==> src/rtl/core/rsk_ram.sv <==
// ----------------------------------------------------------------------------
// rsk_ram
// Generic single-write, single-read RAM with registered, held read data.
// ----------------------------------------------------------------------------
`default_nettype none

module rsk_ram #(
	parameter int WIDTH = 8,
	parameter int DEPTH = 64
) (
	input  wire logic                     clk,
	input  wire logic                     we,
	input  wire logic [$clog2(DEPTH)-1:0] waddr,
	input  wire logic [WIDTH-1:0]         wdata,
	input  wire logic                     re,
	input  wire logic [$clog2(DEPTH)-1:0] raddr,
	output logic      [WIDTH-1:0]         rdata
);

	logic [WIDTH-1:0] mem [DEPTH];

	always_ff @(posedge clk) begin
		if (we) begin
			mem[waddr] <= wdata;
		end
		if (re) begin
			rdata <= mem[raddr];
		end
	end

endmodule

`default_nettype wire

==> config.mk <==
export PLATFORM = sky130hd
export DESIGN_NAME = rsk_ram
export DESIGN_NICKNAME = d
export VERILOG_FILES = /design/src/rtl/core/rsk_ram.sv
export SDC_FILE = /design/constraint.sdc
export NUM_CORES = 1
export LEC_CHECK = 0
export ABC_CLOCK_PERIOD_IN_PS = 2700
export BUFFER_PORTS_ARGS = -buffer_cell sky130_fd_sc_hd__buf_4
export CORE_MARGIN = 3
export CORE_UTILIZATION = 28
export CTS_CLUSTER_DIAMETER = 30
export DETAILED_ROUTE_END_ITERATION = 12
export PLACE_DENSITY = 0.43
export SLEW_MARGIN = 20
export SYNTH_ARGS = -nofsm -noshare
export SYNTH_HDL_FRONTEND = slang
export SYNTH_SLANG_ARGS = --single-unit
export TNS_END_PERCENT = 50
==> constraint.sdc <==
create_clock -name clk -period 2.7 [get_ports clk]
set_input_delay 0.405 -clock clk [delete_from_list [all_inputs] [get_ports clk]]
set_output_delay 0.405 -clock clk [all_outputs]
set_load 0.02 [all_outputs]
==> metrics.csv <==
metric,value,unit
drc_errors,0,
post_cts_resized,0,
nets,1195,
fin_setup_tns,0,ps
hold_class,input port to flop,
worstMarginPinSlew,773.6,ps
yosys_warnings,0,
routed_wl,52.27,mm
pre_cts_ws,-293.1,ps
io_buffers,30,
outcome,completed,
cts_buffers,109,
cts_tree,built,
vias,10193,
ys_seq_area_share,77.12,%
reg2reg_depth,7,
crit_top_cell,buf_4,
insertion_delay,630,ps
hold_viol,0,
wl_per_cell,23.70,microns
synthCells,940,
synth_nets,963,
critPathLaunchType,flop,
rsz0062_at_grt,no,
crit_path_max_fanout,1,
p_sw,0.004873,W
vdd_drop_max,450.5,uV
cap_violations,0,
r2r_end,rdata[6]$_DFFE_PP_,
drt_first_pass_iters,4,
ys_seq_elements,520,
worstPathRequired,3090,ps
row_count,97,
fmax,410.5,MHz
fin_skew,15.88,ps
drt_iter0_drc,737,
area_delta_synth_final,29.42,%
clkSlewWorstSetupHoldPaths,50,ps
min_to,rdata[1]$_DFFE_PP_,
gp_congestion,0.7322,
finalNonFillerCells,2206,
p_int,0.01817,W
clkSinkCount,520,
yosys.cell_types.count,39,
grt_max_degree,65,
h-tree-depth,3,
avgSynthCellArea,21.54,sq um
path_class,flop to flop,
netlist_area,20250,sq um
grt.overflow.total,0,
clock_tree.root_cell,clkbuf_16,
grtUsageTotal,14.23,%
crit_arrival,2830,ps
pwr-share-clk,56.8,%
cellPowerDensity,879.6,nW/um^2
cts_hold_buf,0,
ant_nets,0,
slew_headroom,48.43,%
finalSetupViolations,0,
dp_cells,2001,
grt_pass1_vias,11019,
r2r_start,mem[24][6]$_DFFE_PP_,
antenna_found_initial,2,
design.portCount,31,
utilization,36.97,%
r2r_slack,260,ps
maxSlewViolCount,0,
hold_start,re,
hpwl,32.20,mm
p_leak,8.642,nW
drive_gt1_share,38.66,%
worst_path_max_delay_cell,mux4_2,
crit_chain,mux4_2 -> mux2_2 -> o221a_2 -> nor3_1 -> buf_4 -> o32ai_1 -> buf_4,
endpoint_kind,flop,
p_sw_share,21.15,%
via_per_inst,4.621,
post_cts.repair.setup_buffers,0,
clock_path_buffers,3,
period_minus_slack,2436,ps
die_w,274.9,microns
grt_pass1_wl,77.16,mm
start_util,28.57,%
dieArea,75570,sq um
p_comb_share,4.1,%
p_seq_share,39.1,%
worst_slack,264.0,ps
period_share,90.22,%
coreArea,70880,sq um
die_y,274.9,microns
holdPathStages,1,
worst_path_largest_cell_delay,470,ps
[Yosys cell counts]
cell type | instances | share of area, %
a2111oi_0 | 2 | 0.087
a211oi_1 | 4 | 0.15
a21oi_1 | 3 | 0.074
a221oi_1 | 6 | 0.26
a22oi_1 | 3 | 0.11
a31oi_1 | 1 | 0.031
and2_1 | 1 | 0.031
buf_1 | 4 | 0.074
buf_12 | 2 | 0.20
buf_2 | 11 | 0.27
buf_4 | 13 | 0.48
buf_6 | 4 | 0.22
clkbuf_1 | 17 | 0.32
edfxtp_1 | 520 | 77
mux2_2 | 13 | 0.72
mux2i_1 | 23 | 1.1
mux4_2 | 126 | 14
nand2_1 | 19 | 0.35
nand2b_1 | 7 | 0.22
nand3_1 | 13 | 0.32
nand3b_1 | 3 | 0.11
nand4_1 | 2 | 0.062
nand4b_1 | 1 | 0.043
nor2_1 | 83 | 1.5
nor2b_1 | 14 | 0.43
nor3_1 | 7 | 0.17
nor4_1 | 2 | 0.062
o2111ai_1 | 3 | 0.13
o21a_1 | 2 | 0.074
o21ai_0 | 2 | 0.049
o21ai_1 | 2 | 0.049
o221a_2 | 2 | 0.11
o221ai_1 | 8 | 0.35
o22ai_1 | 8 | 0.25
o2bb2ai_1 | 3 | 0.13
o311ai_1 | 1 | 0.043
o32ai_1 | 2 | 0.087
o41ai_1 | 2 | 0.087
or3_1 | 1 | 0.031
[area by class of cell]
type	count	area [sq um]
fill	6531	44680
sequential	520	15620
multi-input combinational	369	4315
clock buffer	128	2820
timing repair buffer	172	1410
tap	940	1176
clock inverter	76	863.3
antenna	1	2.502
[state kept, by name, indices dropped and copies added, names as in the netlist]
signal and cells:
rdata 8, mem 512
[metal layers]
metal	global-route usage [%]	routed length [microns]	vias to the layer above
met3	3.079	2739	90
met5	0	14	-
met2	21.98	24240	273
met4	5.322	1244	2
met1	19.77	24040	5375
li1	-	-	4453
[power groups by stage]
| stage | Clock [W] | Combinational (W) | Sequential (W) |
|---|---|---|---|
| after floorplan | 0 | 0.000476 | 0.00915 |
| after global placement | 0 | 0.000975 | 0.00915 |
| after detailed placement | 0 | 0.000982 | 0.00915 |
| after CTS | 0.0134 | 0.000982 | 0.00900 |
| after global routing | 0.0138 | 0.00103 | 0.00900 |
| final | 0.0131 | 0.000952 | 0.00901 |
[worst max-delay path: cells and delay by family, from the launching register on]
family                 cells  cell delay [ps]
AND/OR/NAND/NOR            1              390
flip-flops                 1              360
buffers and inverters      2              330
AO/OA/AOI/OAI              2              360
multiplexers               2              760
[cells in the final DEF, fill, tap and decap left out, types with 3 or more instances in the layout]
cell type   netlist  layout
a211oi_1          4       4
clkinv_1          0      10
clkinv_4          0       4
o2bb2ai_1         3       3
nor2_1           83      83
nand3_1          13      13
mux2_2           13      13
nand3b_1          3       3
inv_6             0       8
nand2_1          19      19
bufinv_16         0      14
clkinv_2          0      21
a21oi_1           3       3
a22oi_1           3       3
edfxtp_1        520     520
buf_12            2       9
mux2i_1          23      23
o2111ai_1         3       3
nor2b_1          14      14
a221oi_1          6       6
o221ai_1          8       8
nor3_1            7       7
nand2b_1          7       7
clkinvlp_4        0      15
buf_4            13     162
clkbuf_16         0     110
clkbuf_1         17      18
mux4_2          126     126
o22ai_1           8       8
[per-stage QoR]
step / total power [W] / instance area [sq um] / hold slack (ps)
global placement: 0.01012 / 22520 / 748.0
floorplan: 0.009627 / 20250 / 503.9
detailed placement: 0.01013 / 22520 / 746.8
finish: 0.02305 / 26200 / 112.9
CTS: 0.02336 / 26200 / 63.52
global route: 0.02384 / 26200 / 89.84
[cells by family (layout without fill, tap and decap cells)]
group           Yosys count  count (layout)  share of synthesized area [%]
other cells               0               1                              0
compound gates           54              54                          2.064
buf+inv                  51             376                          1.563
simple gates            153             153                          3.374
mux                     162             162                          15.88
flops                   520             520                          77.12
[worst max-delay path by stage]
stage,startpoint,end,cells past startpoint
CTS,mem[24][6]$_DFFE_PP_,rdata[6]$_DFFE_PP_,7
global placement,raddr[0],rdata[6]$_DFFE_PP_,10
detailed placement,raddr[0],rdata[6]$_DFFE_PP_,10
finish,mem[24][6]$_DFFE_PP_,rdata[6]$_DFFE_PP_,7
floorplan,raddr[1],rdata[3]$_DFFE_PP_,7
global route,mem[24][6]$_DFFE_PP_,rdata[6]$_DFFE_PP_,7
Power figures use the tool's default switching activity.
