### src/rtl/core/rsk_pkg.sv
// ----------------------------------------------------------------------------
// rsk_pkg
// Shared types and constants for the record sorter with selectable key.
// ----------------------------------------------------------------------------
`default_nettype none

package rsk_pkg;

	localparam int MAX_RECORDS = 64;
	localparam int IDX_W = $clog2(MAX_RECORDS);
	localparam int CNT_W = $clog2(MAX_RECORDS + 1);
	localparam int POS_W = 6;

	localparam int ID_HIGH_W = 64;
	localparam int ID_LOW_W = 40;
	localparam int NAME_HIGH_W = 64;
	localparam int NAME_LOW_W = 56;
	localparam int GRADE_W = 7;
	localparam int STR_BYTES = 15;
	localparam int STR_W = 8 * STR_BYTES;
	localparam int ID_PAD_W = STR_W - ID_HIGH_W - ID_LOW_W;

	localparam logic [1:0] KEY_ID = 2'd0;
	localparam logic [1:0] KEY_NAME = 2'd1;
	localparam logic [1:0] KEY_GRADE = 2'd2;

	localparam logic CFG_SORT_KEY = 1'b0;
	localparam logic CFG_DESCENDING = 1'b1;

	typedef struct packed {
		logic [ID_HIGH_W-1:0]   id_high;
		logic [ID_LOW_W-1:0]    id_low;
		logic [NAME_HIGH_W-1:0] name_high;
		logic [NAME_LOW_W-1:0]  name_low;
		logic [GRADE_W-1:0]     grade;
	} rec_t;

	localparam int REC_W = $bits(rec_t);

	typedef struct packed {
		logic lt;
		logic gt;
	} cmp_res_t;

	typedef enum logic [4:0] {
		ST_LOAD,
		ST_INIT,
		ST_SEL_I0,
		ST_SEL_I1,
		ST_SEL_I2,
		ST_INS_I0,
		ST_INS_I1,
		ST_INS_I2,
		ST_J0,
		ST_J1,
		ST_J2,
		ST_SEL_J3,
		ST_INS_J3,
		ST_SEL_SW1,
		ST_SEL_SW2,
		ST_SEL_NEXT,
		ST_INS_PUT,
		ST_OUT_RD,
		ST_OUT_SHOW
	} state_t;

endpackage

`default_nettype wire

### src/rtl/core/rsk_cmp.sv
// ----------------------------------------------------------------------------
// rsk_cmp
// Shared key compare: strcmp-style byte compare for id/name, signed grade.
// ----------------------------------------------------------------------------
`default_nettype none

module rsk_cmp (
	input  wire logic [1:0]        key,
	input  wire rsk_pkg::rec_t     a,
	input  wire rsk_pkg::rec_t     b,
	output rsk_pkg::cmp_res_t      res
);

	logic [rsk_pkg::STR_W-1:0] sa;
	logic [rsk_pkg::STR_W-1:0] sb;
	logic                      slt;
	logic                      sgt;
	logic                      done;
	logic [7:0]                ba;
	logic [7:0]                bb;

	always_comb begin
		if (key == rsk_pkg::KEY_NAME) begin
			sa = {a.name_high, a.name_low};
			sb = {b.name_high, b.name_low};
		end else begin
			sa = {a.id_high, a.id_low, {rsk_pkg::ID_PAD_W{1'b0}}};
			sb = {b.id_high, b.id_low, {rsk_pkg::ID_PAD_W{1'b0}}};
		end
	end

	// first differing byte decides; a common zero byte ends the compare
	always_comb begin
		slt = 1'b0;
		sgt = 1'b0;
		done = 1'b0;
		ba = '0;
		bb = '0;
		for (int k = 0; k < rsk_pkg::STR_BYTES; k++) begin
			ba = sa[rsk_pkg::STR_W-1-8*k -: 8];
			bb = sb[rsk_pkg::STR_W-1-8*k -: 8];
			if (!done) begin
				if (ba != bb) begin
					done = 1'b1;
					slt = (ba < bb);
					sgt = (ba > bb);
				end else if (ba == 8'd0) begin
					done = 1'b1;
				end
			end
		end
	end

	always_comb begin
		case (key)
			rsk_pkg::KEY_GRADE: begin
				res.lt = ($signed(a.grade) < $signed(b.grade));
				res.gt = ($signed(a.grade) > $signed(b.grade));
			end
			default: begin
				res.lt = slt;
				res.gt = sgt;
			end
		endcase
	end

endmodule

`default_nettype wire

### config.mk
export PLATFORM = sky130hd
export DESIGN_NAME = rsk_cmp
export DESIGN_NICKNAME = d
export VERILOG_FILES = /design/src/rtl/core/rsk_pkg.sv /design/src/rtl/core/rsk_cmp.sv
export SDC_FILE = /design/constraint.sdc
export NUM_CORES = 1
export LEC_CHECK = 0
export ABC_AREA = 1
export CAP_MARGIN = 20
export CORE_AREA = 2 2 183 185
export DETAILED_ROUTE_END_ITERATION = 8
export DIE_AREA = 0 0 185 187
export DONT_BUFFER_PORTS = 1
export GPL_TIMING_DRIVEN = 0
export SLEW_MARGIN = 30
export SYNTH_ARGS = -nofsm -noshare
export SYNTH_HDL_FRONTEND = slang
export SYNTH_SLANG_ARGS = --single-unit
### constraint.sdc
create_clock -name vclk -period 21.7
set_clock_uncertainty 0.2 [all_clocks]
set_input_delay 4.34 -clock vclk [all_inputs]
set_output_delay 4.34 -clock vclk [all_outputs]
set_load 0.05 [all_outputs]
==> results.toml <==
[yosys]
synth_area_per_cell_um2 = 6.007
netlist_area_mm2 = 0.006457
syn_nets = 1666
synthCells = 1075
ys_seq_area_frac = 0
ys_warn_count = 0
synth_cell_types = 47

[setup_path]
setup.worst_path.start_class = "primary input"
cp.required_ps = 17160
cpMostUsedCell = "nand2_1"
max_stage_delay_ps = 450
cp_slowest_cell = "buf_2"
endpoint_kind = "primary output"
worstSetupPathType = "in -> out"
critPathArrivalTime_ps = 10790
cp_max_fo = 10

[min_path]
hold_class = "in -> out"

[clock_network]
cts_hold_buf = 0
cts_setup_buffers = 0
ctsResizeCount = 0

[die]
die_h_um = 187
die-area_mm2 = 0.03460
initial_core_util = 0.1965
core_mm2 = 0.03286
rows = 67
dieWidth_um = 185
io_pins = 466

[global_route]
antenna_found_initial = 7
grt_overflow = 0
grt_max_degree = 11
track_usage = 0.1603
grt_pass1_vias = 7094
grt_pass1_wl_um = 41170

[cells_and_area]
multi_input_area_mm2 = 0.005588
regArea_um2 = 0
nClkBuffers = 0
final_common_cell = "nand2_1"
seq_cells = 0
n_fill_cell = 3795
layout-drive-gt1-share = 0.06419
area_growth_pct = 8.894
final_cell_mix = "334 x nand2_1, 164 x inv_1, 127 x ha_1"
final_nets = 1668

[sta]
setup_violations = 0
final-hold-violation-count = 0
fmax_mhz = 65.24
rsz0062_at_grt = "false"
fin_crit_sh = 0.7064
tns_ps = 0
tightest_slew_ps = 961.7
holdWs_ps = 9011
final.min_clock_period_ps = 15330
slew_headroom = 0.3589
slew_violations = 0

[job]
cap_violations = 0

[drt]
drt_wl_total_um = 29900
ant_nets = 0
drc = 0
firstDrtPassIters = 4
wl_per_cell_um = 19.58
drt_iter0_drc = 234
vias_per_cell = 4.717
num_vias = 7203

[pwr]
p_leak_nw = 4.251
ir_drop_mv = 0.008068
powerDensity_mw_per_mm2 = 21.52
power_mw = 0.1513

[placed_design]
io_buffers = 0
dpl.hpwl_um = 26050
place.gp.congestion = 0.9030

[outcome]
status = "finished, final reports clean"
-- kinds of logic (layout without fill, tap and decap cells) --
group,Yosys count,after routing,synth area share
and+or+nand+nor,510,510,0.3395
other,0,4,0
adders and majority gates,127,127,0.2461
buffers and inverters,203,203,0.1347
AOI/OAI and AO/OA,126,126,0.1108
muxes,109,109,0.1690
-- path summary, 6_finish.rpt --
check / startpoint / end / slack [ps] / depth (start not counted)
min: b[0] / res[0] / 9010 / 3
max: key[1] / res[0] / 6370 / 32
-- metrics by stage --
| step | std cells | utilization | setup slack (ps) | cell area, um2 |
|---|---|---|---|---|
| after floorplan | 1075 | - | 8414 | 6457 |
| after global placement | 1523 | 0.2136 | 6052 | 7018 |
| after detailed placement | 1523 | 0.2137 | 6120 | 7022 |
| after CTS | 1523 | 0.2137 | 6099 | 7022 |
| after global routing | 1526 | 0.2139 | 5787 | 7029 |
| final | 1527 | 0.2140 | 6371 | 7032 |
-- where the power goes --
group | switching [mW] | internal, mW
Clock | 0 | 0.0000000247
Combinational | 0.0936 | 0.0577
Sequential | 0 | 0
Total | 0.0936 | 0.0577
-- synthesized netlist by cell type, types with 2 or more instances --
cell type / number / share of area
mux2i_1: 109 / 0.17
ha_1: 127 / 0.25
o21ai_1: 7 / 0.0054
clkbuf_1: 6 / 0.0035
buf_6: 8 / 0.014
nand3b_1: 7 / 0.0081
nor2_2: 2 / 0.0019
o211ai_1: 2 / 0.0023
nor4_1: 9 / 0.0087
nand3_1: 24 / 0.019
or2_2: 21 / 0.020
a21oi_1: 51 / 0.040
nor2_4: 3 / 0.0052
nand4_1: 21 / 0.020
buf_2: 14 / 0.011
a211oi_1: 3 / 0.0035
inv_1: 164 / 0.095
buf_4: 8 / 0.0093
nor3_1: 13 / 0.010
a41oi_1: 3 / 0.0041
a31oi_1: 2 / 0.0019
nor2_1: 65 / 0.038
nand2_1: 334 / 0.19
o221ai_1: 2 / 0.0027
o21a_1: 5 / 0.0058
o21ai_0: 41 / 0.032
a2111oi_0: 2 / 0.0027
inv_2: 2 / 0.0012
or4_1: 2 / 0.0023
-- worst max-delay path, delay by kind of cell --
family	cells	cell delay [ps]
buffers and inverters	10	2500
multiplexers	1	410
AND/OR/NAND/NOR	20	3260
adder cells (fa/ha/maj)	1	230
-- layout make-up --
type                            count  area share
Multi-Input combinational cell    872      0.7947
Inverter                          166     0.08861
Tap cell                          448     0.07972
Buffer                             37     0.03559
Antenna cell                        4    0.001423
-- per-layer routing --
layer / part of all wire / vias to the layer above / GRT usage
met1: 0.39 / 3194 / 0.1770
met2: 0.49 / 379 / 0.3018
li1: - / 3562 / -
met4: 0.047 / 0 / 0.06746
met5: 0 / - / 0
met3: 0.071 / 68 / 0.02239
Power figures use the tool's default switching activity.
